==> src/rtl/rve_pkg.sv <==
// ----------------------------------------------------------------------------
// rve_pkg: shared definitions for the rv32i execute unit
// command codes, memory and status codes, field widths and the structs that
// pass between the execute logic and the top level
// ----------------------------------------------------------------------------
package rve_pkg;

    // register file geometry
    localparam int REG_COUNT  = 32;
    localparam int REG_IDX_W  = $clog2(REG_COUNT);
    localparam int REG_FLD_W  = 5;

    localparam int XLEN       = 32;
    localparam int CMD_W      = 6;
    localparam int CFG_IDX_W  = 1;

    // packed stream widths (rounded up to whole bytes)
    localparam int S_FLD_BITS = 3 * REG_FLD_W + 2 * XLEN;
    localparam int S_TDATA_W  = ((S_FLD_BITS + 7) / 8) * 8;
    localparam int M_FLD_BITS = 4 * XLEN + 1 + REG_FLD_W + 2 + 2 + 2;
    localparam int M_TDATA_W  = ((M_FLD_BITS + 7) / 8) * 8;

    localparam logic [XLEN-1:0] PC_STEP    = 32'd4;
    localparam logic [XLEN-1:0] ALIGN_MASK = 32'hFFFF_FFFE;

    typedef enum logic [CMD_W-1:0] {
        CMD_LUI    = 6'd0,  CMD_AUIPC = 6'd1,  CMD_JAL   = 6'd2,  CMD_JALR  = 6'd3,
        CMD_BEQ    = 6'd4,  CMD_BNE   = 6'd5,  CMD_BLT   = 6'd6,  CMD_BGE   = 6'd7,
        CMD_BLTU   = 6'd8,  CMD_BGEU  = 6'd9,  CMD_LB    = 6'd10, CMD_LH    = 6'd11,
        CMD_LW     = 6'd12, CMD_LBU   = 6'd13, CMD_LHU   = 6'd14, CMD_SB    = 6'd15,
        CMD_SH     = 6'd16, CMD_SW    = 6'd17, CMD_ADDI  = 6'd18, CMD_SLTI  = 6'd19,
        CMD_SLTIU  = 6'd20, CMD_XORI  = 6'd21, CMD_ORI   = 6'd22, CMD_ANDI  = 6'd23,
        CMD_SLLI   = 6'd24, CMD_SRLI  = 6'd25, CMD_SRAI  = 6'd26, CMD_ADD   = 6'd27,
        CMD_SUB    = 6'd28, CMD_SLL   = 6'd29, CMD_SLT   = 6'd30, CMD_SLTU  = 6'd31,
        CMD_XOR    = 6'd32, CMD_SRL   = 6'd33, CMD_SRA   = 6'd34, CMD_OR    = 6'd35,
        CMD_AND    = 6'd36, CMD_FENCE = 6'd37, CMD_ECALL = 6'd38, CMD_EBREAK = 6'd39,
        CMD_LOAD_RET = 6'd40
    } cmd_e;

    typedef enum logic [2:0] {
        LK_NONE = 3'd0, LK_LB = 3'd1, LK_LH = 3'd2, LK_LW = 3'd3, LK_LBU = 3'd4, LK_LHU = 3'd5
    } load_kind_e;

    typedef enum logic [1:0] {
        MOP_NONE = 2'd0, MOP_READ = 2'd1, MOP_WRITE = 2'd2
    } mem_op_e;

    typedef enum logic [1:0] {
        MSZ_BYTE = 2'd0, MSZ_HALF = 2'd1, MSZ_WORD = 2'd2
    } mem_size_e;

    typedef enum logic [1:0] {
        ST_RUNNING = 2'd0, ST_ECALL = 2'd1, ST_EBREAK = 2'd2, ST_IGNORED = 2'd3
    } status_e;

    typedef enum logic [CFG_IDX_W-1:0] {
        CFG_START_ADDRESS = 1'd0, CFG_STACK_START = 1'd1
    } cfg_idx_e;

    // one result transaction
    typedef struct packed {
        logic [1:0]           status;
        logic [XLEN-1:0]      store_data;
        logic [1:0]           mem_size;
        logic [XLEN-1:0]      mem_addr;
        logic [1:0]           mem_op;
        logic [XLEN-1:0]      write_value;
        logic [REG_FLD_W-1:0] write_reg;
        logic                 write_enable;
        logic [XLEN-1:0]      next_pc;
    } ex_result_t;

    // architectural state changes caused by one instruction
    typedef struct packed {
        logic                 halt_set;
        logic                 pend_set;
        logic                 pend_clear;
        logic [REG_FLD_W-1:0] pend_reg;
        load_kind_e           pend_kind;
        logic                 rf_we;
    } ex_update_t;

endpackage

==> src/rtl/rve_regfile.sv <==
// ----------------------------------------------------------------------------
// rve_regfile: integer register file
// one write port, two registered read ports with same-edge write bypass;
// per-entry valid bits make unwritten entries read as zero after reset
// ----------------------------------------------------------------------------
module rve_regfile (
    input  logic                          aclk,
    input  logic                          aresetn,
    input  logic                          rd_en,
    input  logic [rve_pkg::REG_FLD_W-1:0] rd_addr1,
    input  logic [rve_pkg::REG_FLD_W-1:0] rd_addr2,
    output logic [rve_pkg::XLEN-1:0]      rd_data1,
    output logic [rve_pkg::XLEN-1:0]      rd_data2,
    input  logic                          wr_en,
    input  logic [rve_pkg::REG_FLD_W-1:0] wr_addr,
    input  logic [rve_pkg::XLEN-1:0]      wr_data
);
    import rve_pkg::*;

    logic [XLEN-1:0]      mem [REG_COUNT];
    logic [REG_COUNT-1:0] valid_reg;
    logic [XLEN-1:0]      raw1_reg, raw2_reg;
    logic                 zero1_reg, zero2_reg;
    logic                 byp1_reg, byp2_reg;
    logic [XLEN-1:0]      byp_data_reg;
    logic                 wr_ok, rd1_ok, rd2_ok;

    // x0 and indexes beyond the file never hold data
    assign wr_ok  = wr_en && (wr_addr != '0) && ({1'b0, wr_addr} < (REG_FLD_W + 1)'(REG_COUNT));
    assign rd1_ok = (rd_addr1 != '0) && ({1'b0, rd_addr1} < (REG_FLD_W + 1)'(REG_COUNT));
    assign rd2_ok = (rd_addr2 != '0) && ({1'b0, rd_addr2} < (REG_FLD_W + 1)'(REG_COUNT));

    always_ff @(posedge aclk) begin
        if (wr_ok) begin
            mem[wr_addr[REG_IDX_W-1:0]] <= wr_data;
        end
        if (rd_en) begin
            raw1_reg     <= mem[rd_addr1[REG_IDX_W-1:0]];
            raw2_reg     <= mem[rd_addr2[REG_IDX_W-1:0]];
            zero1_reg    <= !rd1_ok || !valid_reg[rd_addr1[REG_IDX_W-1:0]];
            zero2_reg    <= !rd2_ok || !valid_reg[rd_addr2[REG_IDX_W-1:0]];
            byp1_reg     <= wr_ok && rd1_ok && (wr_addr == rd_addr1);
            byp2_reg     <= wr_ok && rd2_ok && (wr_addr == rd_addr2);
            byp_data_reg <= wr_data;
        end
    end

    always_ff @(posedge aclk) begin
        if (!aresetn) begin
            valid_reg <= '0;
        end else if (wr_ok) begin
            valid_reg[wr_addr[REG_IDX_W-1:0]] <= 1'b1;
        end
    end

    assign rd_data1 = byp1_reg ? byp_data_reg : (zero1_reg ? '0 : raw1_reg);
    assign rd_data2 = byp2_reg ? byp_data_reg : (zero2_reg ? '0 : raw2_reg);

endmodule

==> src/rtl/rve_alu.sv <==
// ----------------------------------------------------------------------------
// rve_alu: single-pass execute logic
// computes next pc, register write, memory request and status for one
// instruction, plus the halt and pending-load updates
// ----------------------------------------------------------------------------
module rve_alu (
    input  rve_pkg::cmd_e                 cmd,
    input  logic [rve_pkg::REG_FLD_W-1:0] rd,
    input  logic [rve_pkg::XLEN-1:0]      op_a,
    input  logic [rve_pkg::XLEN-1:0]      op_b,
    input  logic [rve_pkg::XLEN-1:0]      imm,
    input  logic [rve_pkg::XLEN-1:0]      load_data,
    input  logic [rve_pkg::XLEN-1:0]      pc,
    input  logic                          halted,
    input  logic [rve_pkg::REG_FLD_W-1:0] pend_reg,
    input  rve_pkg::load_kind_e           pend_kind,
    output rve_pkg::ex_result_t           result,
    output rve_pkg::ex_update_t           update
);
    import rve_pkg::*;

    logic [XLEN-1:0]      pc_seq, pc_rel, addr_sum, y, wval;
    logic [4:0]           shamt;
    logic                 take, wr;
    logic [REG_FLD_W-1:0] wreg;

    assign pc_seq   = pc + PC_STEP;
    assign pc_rel   = pc + imm;
    assign addr_sum = op_a + imm;
    assign y        = (cmd <= CMD_SRAI) ? imm : op_b;
    assign shamt    = y[4:0];

    always_comb begin
        unique case (cmd) inside
            CMD_BEQ:  take = (op_a == op_b);
            CMD_BNE:  take = (op_a != op_b);
            CMD_BLT:  take = $signed(op_a) < $signed(op_b);
            CMD_BGE:  take = !($signed(op_a) < $signed(op_b));
            CMD_BLTU: take = (op_a < op_b);
            CMD_BGEU: take = (op_a >= op_b);
            default:  take = 1'b0;
        endcase
    end

    always_comb begin
        result            = '0;
        update            = '0;
        update.pend_kind  = LK_NONE;
        result.next_pc    = pc_seq;
        wr                = 1'b0;
        wreg              = rd;
        wval              = '0;
        if (halted) begin
            result.next_pc = pc;
            result.status  = ST_IGNORED;
        end else begin
            unique case (cmd) inside
                CMD_LUI: begin
                    wval = imm;
                    wr   = 1'b1;
                end
                CMD_AUIPC: begin
                    wval = pc_rel;
                    wr   = 1'b1;
                end
                CMD_JAL: begin
                    wval           = pc_seq;
                    wr             = 1'b1;
                    result.next_pc = pc_rel;
                end
                CMD_JALR: begin
                    wval           = pc_seq;
                    wr             = 1'b1;
                    result.next_pc = addr_sum & ALIGN_MASK;
                end
                [CMD_BEQ:CMD_BGEU]: begin
                    if (take) begin
                        result.next_pc = pc_rel;
                    end
                end
                [CMD_LB:CMD_LHU]: begin
                    result.mem_op   = MOP_READ;
                    result.mem_addr = addr_sum;
                    update.pend_set = 1'b1;
                    update.pend_reg = rd;
                    unique case (cmd) inside
                        CMD_LB: begin
                            result.mem_size  = MSZ_BYTE;
                            update.pend_kind = LK_LB;
                        end
                        CMD_LH: begin
                            result.mem_size  = MSZ_HALF;
                            update.pend_kind = LK_LH;
                        end
                        CMD_LW: begin
                            result.mem_size  = MSZ_WORD;
                            update.pend_kind = LK_LW;
                        end
                        CMD_LBU: begin
                            result.mem_size  = MSZ_BYTE;
                            update.pend_kind = LK_LBU;
                        end
                        default: begin
                            result.mem_size  = MSZ_HALF;
                            update.pend_kind = LK_LHU;
                        end
                    endcase
                end
                [CMD_SB:CMD_SW]: begin
                    result.mem_op   = MOP_WRITE;
                    result.mem_addr = addr_sum;
                    unique case (cmd) inside
                        CMD_SB: begin
                            result.mem_size   = MSZ_BYTE;
                            result.store_data = {24'd0, op_b[7:0]};
                        end
                        CMD_SH: begin
                            result.mem_size   = MSZ_HALF;
                            result.store_data = {16'd0, op_b[15:0]};
                        end
                        default: begin
                            result.mem_size   = MSZ_WORD;
                            result.store_data = op_b;
                        end
                    endcase
                end
                [CMD_ADDI:CMD_AND]: begin
                    wr = 1'b1;
                    unique case (cmd) inside
                        CMD_ADDI, CMD_ADD:   wval = op_a + y;
                        CMD_SUB:             wval = op_a - y;
                        CMD_SLTI, CMD_SLT:   wval = {31'd0, $signed(op_a) < $signed(y)};
                        CMD_SLTIU, CMD_SLTU: wval = {31'd0, op_a < y};
                        CMD_XORI, CMD_XOR:   wval = op_a ^ y;
                        CMD_ORI, CMD_OR:     wval = op_a | y;
                        CMD_ANDI, CMD_AND:   wval = op_a & y;
                        CMD_SLLI, CMD_SLL:   wval = op_a << shamt;
                        CMD_SRLI, CMD_SRL:   wval = op_a >> shamt;
                        default:             wval = XLEN'($signed(op_a) >>> shamt);
                    endcase
                end
                CMD_FENCE: begin
                end
                CMD_ECALL: begin
                    result.next_pc  = pc;
                    result.status   = ST_ECALL;
                    update.halt_set = 1'b1;
                end
                CMD_EBREAK: begin
                    result.next_pc  = pc;
                    result.status   = ST_EBREAK;
                    update.halt_set = 1'b1;
                end
                CMD_LOAD_RET: begin
                    result.next_pc    = pc;
                    update.pend_clear = 1'b1;
                    wreg              = pend_reg;
                    wr                = 1'b1;
                    unique case (pend_kind)
                        LK_LB:   wval = {{24{load_data[7]}}, load_data[7:0]};
                        LK_LH:   wval = {{16{load_data[15]}}, load_data[15:0]};
                        LK_LW:   wval = load_data;
                        LK_LBU:  wval = {24'd0, load_data[7:0]};
                        LK_LHU:  wval = {16'd0, load_data[15:0]};
                        default: wr   = 1'b0;
                    endcase
                end
                default: begin
                    result.next_pc = pc;
                end
            endcase
        end
        // x0 and out-of-range indexes drop the write
        if (wr && (wreg != '0) && ({1'b0, wreg} < (REG_FLD_W + 1)'(REG_COUNT))) begin
            result.write_enable = 1'b1;
            result.write_reg    = wreg;
            result.write_value  = wval;
            update.rf_we        = 1'b1;
        end
    end

endmodule

==> src/rtl/rv32i_execute_unit.sv <==
// ----------------------------------------------------------------------------
// rv32i_execute_unit: RV32I integer execute stage
// input to result transaction: input register, execute, result register;
//   throughput: one instruction per cycle unless m_tready stalls the output
// register file reads happen at acceptance and are bypassed from the write
//   retiring on the same edge, so dependent instructions run back to back
// reset (aresetn low, synchronous): pc 0, register file reads zero, no pending
//   load, not halted, both channels empty
// ----------------------------------------------------------------------------
module rv32i_execute_unit (
    input  logic                          aclk,
    input  logic                          aresetn,
    // instruction channel
    input  logic                          s_tvalid,
    output logic                          s_tready,
    // dest_reg[4:0], src1_reg[9:5], src2_reg[14:10], immediate[46:15],
    // load_data[78:47], zero pad[79]
    input  logic [rve_pkg::S_TDATA_W-1:0] s_tdata,
    // command[5:0]
    input  logic [rve_pkg::CMD_W-1:0]     s_tuser,
    // result channel
    output logic                          m_tvalid,
    input  logic                          m_tready,
    // next_pc[31:0], write_enable[32], write_reg[37:33], write_value[69:38],
    // mem_op[71:70], mem_addr[103:72], mem_size[105:104], store_data[137:106],
    // status[139:138], zero pad[143:140]
    output logic [rve_pkg::M_TDATA_W-1:0] m_tdata,
    // configuration write channel
    input  logic                          cfg_valid,
    output logic                          cfg_ready,
    input  logic [rve_pkg::CFG_IDX_W-1:0] cfg_index,
    input  logic [rve_pkg::XLEN-1:0]      cfg_data
);
    import rve_pkg::*;

    // unpacked input fields
    logic [REG_FLD_W-1:0] s_dest, s_src1, s_src2;
    logic [XLEN-1:0]      s_imm, s_ldata;

    // input register stage
    logic                 in_valid_reg;
    cmd_e                 cmd_reg;
    logic [REG_FLD_W-1:0] rd_reg;
    logic [XLEN-1:0]      imm_reg, ldata_reg;

    // architectural state
    logic [XLEN-1:0]      pc_reg;
    logic                 halted_reg;
    logic [REG_FLD_W-1:0] pend_reg_reg;
    load_kind_e           pend_kind_reg;

    // result register
    logic                 out_valid_reg;
    ex_result_t           out_data_reg;

    // execute stage
    logic                 s_fire, ex_fire, cfg_fire, cfg_x2;
    logic [XLEN-1:0]      op_a, op_b;
    ex_result_t           ex_result;
    ex_update_t           ex_update;
    logic                 rf_we;
    logic [REG_FLD_W-1:0] rf_waddr;
    logic [XLEN-1:0]      rf_wdata;

    assign s_dest  = s_tdata[4:0];
    assign s_src1  = s_tdata[9:5];
    assign s_src2  = s_tdata[14:10];
    assign s_imm   = s_tdata[46:15];
    assign s_ldata = s_tdata[78:47];

    // an instruction executes when the result register is free or draining
    assign ex_fire   = in_valid_reg && (!out_valid_reg || m_tready);
    assign s_tready  = !in_valid_reg || ex_fire;
    assign s_fire    = s_tvalid && s_tready;

    // configuration writes complete immediately
    assign cfg_ready = 1'b1;
    assign cfg_fire  = cfg_valid && cfg_ready;
    assign cfg_x2    = cfg_fire && (cfg_index == CFG_STACK_START);

    // single register file write port: retiring instruction or stack pointer setup
    assign rf_we    = (ex_fire && ex_update.rf_we) || cfg_x2;
    assign rf_waddr = cfg_x2 ? REG_FLD_W'(2) : ex_result.write_reg;
    assign rf_wdata = cfg_x2 ? cfg_data : ex_result.write_value;

    rve_regfile u_regfile (
        .aclk     (aclk),
        .aresetn  (aresetn),
        .rd_en    (s_fire),
        .rd_addr1 (s_src1),
        .rd_addr2 (s_src2),
        .rd_data1 (op_a),
        .rd_data2 (op_b),
        .wr_en    (rf_we),
        .wr_addr  (rf_waddr),
        .wr_data  (rf_wdata)
    );

    rve_alu u_alu (
        .cmd       (cmd_reg),
        .rd        (rd_reg),
        .op_a      (op_a),
        .op_b      (op_b),
        .imm       (imm_reg),
        .load_data (ldata_reg),
        .pc        (pc_reg),
        .halted    (halted_reg),
        .pend_reg  (pend_reg_reg),
        .pend_kind (pend_kind_reg),
        .result    (ex_result),
        .update    (ex_update)
    );

    // input register payload
    always_ff @(posedge aclk) begin
        if (s_fire) begin
            cmd_reg   <= cmd_e'(s_tuser);
            rd_reg    <= s_dest;
            imm_reg   <= s_imm;
            ldata_reg <= s_ldata;
        end
    end

    // input register valid
    always_ff @(posedge aclk) begin
        if (!aresetn) begin
            in_valid_reg <= 1'b0;
        end else if (s_fire) begin
            in_valid_reg <= 1'b1;
        end else if (ex_fire) begin
            in_valid_reg <= 1'b0;
        end
    end

    // pc, halt flag and pending load tracking
    always_ff @(posedge aclk) begin
        if (!aresetn) begin
            pc_reg        <= '0;
            halted_reg    <= 1'b0;
            pend_reg_reg  <= '0;
            pend_kind_reg <= LK_NONE;
        end else begin
            if (ex_fire) begin
                pc_reg <= ex_result.next_pc;
                if (ex_update.halt_set) begin
                    halted_reg <= 1'b1;
                end
                if (ex_update.pend_set) begin
                    pend_reg_reg  <= ex_update.pend_reg;
                    pend_kind_reg <= ex_update.pend_kind;
                end else if (ex_update.pend_clear) begin
                    pend_kind_reg <= LK_NONE;
                end
            end
            // entry point write reloads the pc
            if (cfg_fire && (cfg_index == CFG_START_ADDRESS)) begin
                pc_reg <= cfg_data;
            end
        end
    end

    // result register; refills in the same cycle it drains
    always_ff @(posedge aclk) begin
        if (!aresetn) begin
            out_valid_reg <= 1'b0;
        end else if (ex_fire) begin
            out_valid_reg <= 1'b1;
        end else if (m_tready) begin
            out_valid_reg <= 1'b0;
        end
    end

    always_ff @(posedge aclk) begin
        if (ex_fire) begin
            out_data_reg <= ex_result;
        end
    end

    assign m_tvalid = out_valid_reg;
    assign m_tdata  = M_TDATA_W'(out_data_reg);

endmodule

==> config.mk <==
export PLATFORM = sky130hd
export DESIGN_NAME = rv32i_execute_unit
export DESIGN_NICKNAME = d
export VERILOG_FILES = /design/src/rtl/rve_pkg.sv /design/src/rtl/rve_regfile.sv /design/src/rtl/rve_alu.sv /design/src/rtl/rv32i_execute_unit.sv
export SDC_FILE = /design/constraint.sdc
export NUM_CORES = 2
export LEC_CHECK = 0
export BUFFER_PORTS_ARGS = -buffer_cell sky130_fd_sc_hd__buf_2
export CAP_MARGIN = 20
export CORE_MARGIN = 8
export CORE_UTILIZATION = 55
export CTS_BUF_LIST = sky130_fd_sc_hd__clkbuf_8
export CTS_CLUSTER_DIAMETER = 30
export DETAILED_ROUTE_END_ITERATION = 10
export PLACE_DENSITY = 0.76
export SLEW_MARGIN = 30
export SYNTH_ARGS = -nofsm -noshare
export SYNTH_HDL_FRONTEND = slang
export SYNTH_HIERARCHICAL = 1
export SYNTH_SLANG_ARGS = --single-unit
==> constraint.sdc <==
create_clock -name aclk -period 16.1 [get_ports aclk]
set_clock_uncertainty 0.15 [all_clocks]
set_input_delay 0.805 -clock aclk [delete_from_list [all_inputs] [get_ports aclk]]
set_output_delay 0.805 -clock aclk [all_outputs]
set_load 0.01 [all_outputs]
; ---- Word-level counts from Yosys, hierarchy flattened
; Memories as Yosys holds them, arrays and structs flattened. A register that Yosys moved wholly into a read port is not among the register bits.
; Index checks and enable logic that the tools add are counted.
[totals]
register_bits = 326
output_inout_bits = 147
inputBits = 124
word_cells = 206
n_memories = 1
ram_bits = 1024
[op_classes]
addsub = 5
shift = 3
magnitude_cmp = 18
bitwise = 6
muxes = 48
eq_ne = 45
reduce_logical = 55
[mem_list]
columns = name, depth, width, rd, rd_ports_with_merged_regs, wr, line
row1 = u_regfile.mem, 32, 32, 2, 2, 1, rve_regfile.sv:20  ; logic [XLEN-1:0] mem [REG_COUNT];
[ops]
columns = cell, n
row1 = $mux 32, 11
row2 = $pmux 32 s5, 2
row3 = $pmux 32 s9, 1
row4 = $lt 32x32->1, 4
row5 = $pmux 32 s4, 1
row6 = $add 32x32->32, 3
row7 = $eq 6x5->1 const B, 14
row8 = $pmux 36 s2, 1
row9 = $pmux 34 s2, 1
row10 = $or 32x32->32, 2
row11 = $eq 6x6->1 const B, 8
row12 = $eq 6x4->1 const B, 7
row13 = $mux 38, 1
row14 = $add 32x3->32 const B, 1
row15 = $and 32x32->32, 1
row16 = $eq 32x32->1, 1
row17 = $ge 32x32->1, 1
row18 = $ne 32x32->1, 1
row19 = $shl 32x5->32, 1
row20 = $shr 32x5->32, 1
row21 = $sshr 32x5->32, 1
row22 = $sub 32x32->32, 1
row23 = $xor 32x32->32, 1
row24 = $eq 6x3->1 const B, 4
row25 = 36 further kinds, 110

; ---- Logic depth before layout (Yosys ltp)
[logic_depth]
depth_word = 14
ltp_mapped = 24
depth_no_buf = 18

; ---- Cells and area by module
; The synthesis kept the hierarchy.
[by_module_without_submodules]
columns = mod, seq_area_each_um2, instances, cells_each, area_per_inst_um2
row1 = rve_regfile, 34393.0, 1, 2941, 52880.7
row2 = rve_alu, 0.0, 1, 2858, 18057.3
row3 = rv32i_execute_unit, 7317.0, 1, 503, 8859.7

; ---- Least setup slack after synthesis
; OpenSTA, ideal clock, no wires.
[synth_path]
path_kind = in2reg
startpoint = input m_tready
endpoint = register out_data_reg (netlist bit m_tdata[0]), enable pin
n_path_buf = 2
setup_ns = 0.641
stages = 4
arrival_time_ns = 6.950
setup_slack_ns = 8.359
required_time_ns = 15.309
path_cell_list = nor2b_1 > buf_4 > clkbuf_2 > nor2_1
[synth_via]
elab_chain_cells = 2
[synth_rtl]
columns = item, line
row1 = from (decl), rv32i_execute_unit.sv:23  ; input logic m_tready,
row2 = $logic_or 1x1->1, rv32i_execute_unit.sv:72  ; assign ex_fire = in_valid_reg && (!out_valid_reg || m_tready);
row3 = $logic_and 1x1->1, rv32i_execute_unit.sv:72
row4 = named net ex_fire, rv32i_execute_unit.sv:57  ; logic s_fire, ex_fire, cfg_fire, cfg_x2;
row5 = to (signal assigned), rv32i_execute_unit.sv:175  ; out_data_reg <= ex_result;
row6 = to (decl), rv32i_execute_unit.sv:54  ; ex_result_t out_data_reg;
; The timed path passes the listed nets, and every way through them passes these cells.
; A chain may end at the register's enable or synchronous reset.

==> results.txt <==
----------------------------------------------------
[Worst setup path]
  Critical Path Start Type ... flop
  Startpoint of the lowest-slack register-to-register path ... cmd_reg[3]
  Critical path class ... flop to flop
  Depth of the worst register-to-register path ... 18
  R2r endpoint ... u_regfile/mem[24][22]
  Critical path required time ... approximately 17 ns
  Worst setup EP type ... flop
  Start point of the critical path ... cmd_reg[3]
  Signal arrival time at the worst endpoint ... between 8 and 9 ns
  Largest fanout of any net on the critical path ... 57
  Register-to-register setup slack ... around 7.9 ns

[Routing]
  Via-per-instance ratio ... slightly above 7
  ANT nets after route ... 0
  Number of DRC violations after detailed-routing iteration 0 ... a little over 9000
  DRC violation count after routing ... 2
  Sum of routed wire length over all layers ... between 300000 and 400000 µm
  Initial DRT Pass Iterations ... 11
  Final routed wire length divided by cell count ... about 36 µm
  Overall via count from detail_route ... approximately 63000

[GRT]
  Met1 usage in global routing ... 48.1%
  M3 GR Usage ... about a tenth
  Number of global-route vias before repair ... between 60000 and 70000
  Largest net degree at the start of global routing ... approximately 120
  Initial antenna violation count ... 28
  Sum of overflow across all layers after global routing ... 0
  Overall Global Routing Usage ... around 39%
  Global routing's busiest layer ... met2
  Met2 layer usage reported by global route ... roughly three fifths
  Wire length of the first global-routing pass ... approximately 440000 µm

[Finish]
  Nets@finish ... 7021
  Number of flip-flops under the largest register name ... roughly 1000
  Share of layout cells above drive strength 1 ... about a fifth
  Synth-to-Final Area Change ... 13.4%

[STA]
  Final Max Tran Viols ... 0
  Final count of negative-setup-slack endpoints ... 0
  Unrepaired setup endpoints after global routing ... no
  Transition time at the pin with the least slew margin ... between 1 and 1.5 ns
  Slew HR ... roughly 19%
  Final critical path time including I/O delays and setup ... 8.16 ns
  Number of endpoints with negative hold slack in the final report ... 0
  Post-route clock period utilization ... approximately half
  Highest Clock Rate ... around 120 MHz
  Final total negative setup slack ... 0 ns

[Place]
  Placer congestion estimate ... roughly 1.0
  DP HPWL ... around 210000 µm
  Port bufs ... approximately 260

[Hold path]
  Hold Crit Endpoint ... pc_reg[15]
  Instance count along the most critical hold path ... 3
  Path category of the worst min-delay check ... input pin to flop
  Startpoint of the most critical hold path ... cfg_data[15]

[Logic synthesis]
  Cells taking the most area after synthesis ... edfxtp_1 (50%), mux4_2 (9.6%), mux2i_1 (7.3%)
  Proportion of synthesized flip-flops having asynchronous set or reset ... 0%
  Biggest area consumer among synthesized cells ... edfxtp_1
  Syn Inst Count ... between 6000 and 7000
  Proportion of netlist area held by the largest area contributor ... between 50% and 60%
  Sequential area share after synthesis ... a little over half
  Syn avg cell area ... approximately 13 µm²
  Number of enable-type register cells in the synthesized netlist ... 1339
  Flip-flop cell with the highest count after synthesis ... edfxtp_1
  Post-synthesis register bit count ... ~1400
  Post-synth design cell area ... 79800 µm²
  Distinct cells, synth ... approximately 110
  Yosys warning count ... 6

[Floorplanning]
  Starting density of the core ... a little under three fifths
  Die outline area ... around 160000 µm²
  Floorplan Core Area ... around 140000 µm²
  Chip height ... between 300 and 400 µm
  Row Count ... 139
  Die width ... 397 µm
  Top-Level Pins ... between 200 and 300

[Power]
  Leakage power ... approximately 32 nW
  Total power after layout ... around 0.01 W
  Maximum VDD drop ... between 0.1 and 0.15 mV
  Pwr per Cell Area ... between 100 and 150 nW/µm²

[CTS]
  Number of buffers inserted during clock tree synthesis ... between 300 and 400
  Longest Clk Path Bufs ... 4
  CTS Root Cell ... clkbuf_8
  TritonCTS clock tree ... yes
  Clock latency of the later-clocked register in the worst-skew pair ... 1.02 ns
  Clock transition at the registers of the reported paths ... around 0.060 ns
  Clock tree sinks ... roughly 1400
  Number of gates resized after cts ... 0
  # H-tree levels ... 5

[Run status]
  Outcome ... finished with violations
  Failing checks ... DRC

[Flow run]
  Maximum Capacitance Violations ... 0

----------------------------------------------------
[worst max-delay path by stage]
stage                                  to  slack, ns
finish              u_regfile/mem[24][22]       7.94
global route         u_regfile/mem[7][22]       7.90
CTS                 u_regfile/mem[24][22]       8.25
detailed placement  u_regfile/mem[25][22]       8.26
global placement    u_regfile/mem[15][29]       8.36
floorplan                      m_tdata[0]       8.36
[final cells by class]
class,count,area [µm²]
inverters,167,653
clock inverters,209,1780
clock buffers,325,4470
fillers,10671,53300
flip-flops and latches,1414,41700
multi-input cells,4282,35800
well taps,1903,2380
diodes,16,40.0
repair buffers,532,3670
[synth_stat cells, types with 23 or more instances]
| master | n |
|---|---|
| mux2i_1 | 579 |
| edfxtp_1 | 1339 |
| and2_1 | 55 |
| o211ai_1 | 56 |
| a22o_1 | 114 |
| a21o_1 | 55 |
| a21oi_1 | 362 |
| inv_1 | 157 |
| buf_4 | 34 |
| buf_2 | 160 |
| o221ai_1 | 82 |
| o21bai_1 | 23 |
| a211oi_1 | 70 |
| and3_1 | 54 |
| mux4_2 | 340 |
| clkbuf_1 | 237 |
| buf_1 | 26 |
| nor3_1 | 126 |
| nand2_1 | 362 |
| nand3_1 | 122 |
| nand2b_1 | 46 |
| o21ai_0 | 309 |
| a221oi_1 | 57 |
| o21a_1 | 58 |
| mux2_2 | 57 |
| nor2b_1 | 26 |
| nor2_1 | 311 |
| dfxtp_1 | 75 |
| ha_1 | 185 |
| xnor2_1 | 76 |
| nor4_1 | 33 |
| a31oi_1 | 117 |
| a22oi_1 | 107 |
| xor2_1 | 36 |
| nand4_1 | 29 |
| o22ai_1 | 47 |
[logic make-up (layout without fill, tap and decap cells)]
group,after synthesis,count (layout),synth area share (%)
compound gates,1706,1706,14.6
flops,1414,1414,52.3
simple gates,1249,1249,7.43
mux,990,990,17.9
buf+inv,640,1233,3.59
fa+ha+maj,188,188,2.98
xor+xnor,112,112,1.23
other cells,3,53,0.0141
[metrics by stage]
stage	instance area [µm²]	setup slack, ns	util (%)	std cells	hold WS, ns
after floorplan	79900	8.36	-	6336	0.293
after global placement	83300	8.36	57.9	8215	0.306
after detailed placement	83400	8.26	58.0	8217	0.320
after CTS	90400	8.25	62.9	8830	0.0326
after global routing	90500	7.90	62.9	8835	0.0842
final	90500	7.94	62.9	8848	0.0928
[layer usage]
metal | up-vias | wire [µm] | share of wire (%)
met5 | - | 92 | 0.029
met4 | 14 | 28900 | 9.2
met3 | 1211 | 36700 | 12
met2 | 4976 | 139000 | 44
met1 | 31286 | 110000 | 35
li1 | 25974 | - | -
[cell usage in the layout, fill, tap and decap left out, types with 37 or more instances in the layout]
master / count
o21a_1: 58
dfxtp_1: 75
ha_1: 185
dlygate4sd3_1: 79
nand2_1: 357
o211ai_1: 56
edfxtp_1: 1339
nand2b_1: 42
mux4_2: 340
clkinv_2: 38
xnor2_1: 76
mux2i_1: 579
o21ai_0: 301
a21oi_1: 361
a22o_1: 114
a221oi_1: 55
clkinv_1: 47
conb_1: 37
mux2_2: 61
a21o_1: 55
and3_1: 54
a211oi_1: 69
o22ai_1: 45
a22oi_1: 107
clkbuf_8: 325
buf_2: 259
and2_1: 52
nor2_1: 271
a31oi_1: 115
nor3_1: 122
o221ai_1: 82
buf_4: 181
inv_1: 219
nand3_1: 122
[power by group]
group / leakage [nW] / internal, W / total [W] / switching [W]
sequential: 12.3 / 0.00414 / 0.00419 / 0.0000540
combinational: 16.3 / 0.000553 / 0.00176 / 0.00121
clock: 3.37 / 0.00235 / 0.00401 / 0.00165
total: 32.0 / 0.00705 / 0.00996 / 0.00292
[critical path, cell delays in order (launching register included)]
cell and delay, ns:
edfxtp_1 0.93, a21o_1 0.22, buf_4 0.31, nand2_2 0.06
buf_4 0.31, o21ai_0 0.73, inv_1 0.16, ha_1 0.48
inv_2 0.18, a21oi_1 0.09, o311ai_1 0.50, a21oi_1 0.15
o41ai_1 0.72, mux2_2 0.41, a21oi_1 0.27, o311ai_0 0.25
nor4_1 0.83, o22ai_1 0.42, mux2_4 0.53
[what timing repair did]
item	4_1_cts	5_1_grt
buffers inserted	0	0
hold endpoints to repair	79	0
hold buffers	79	0
No activity file was read; power rests on OpenSTA's default activity.
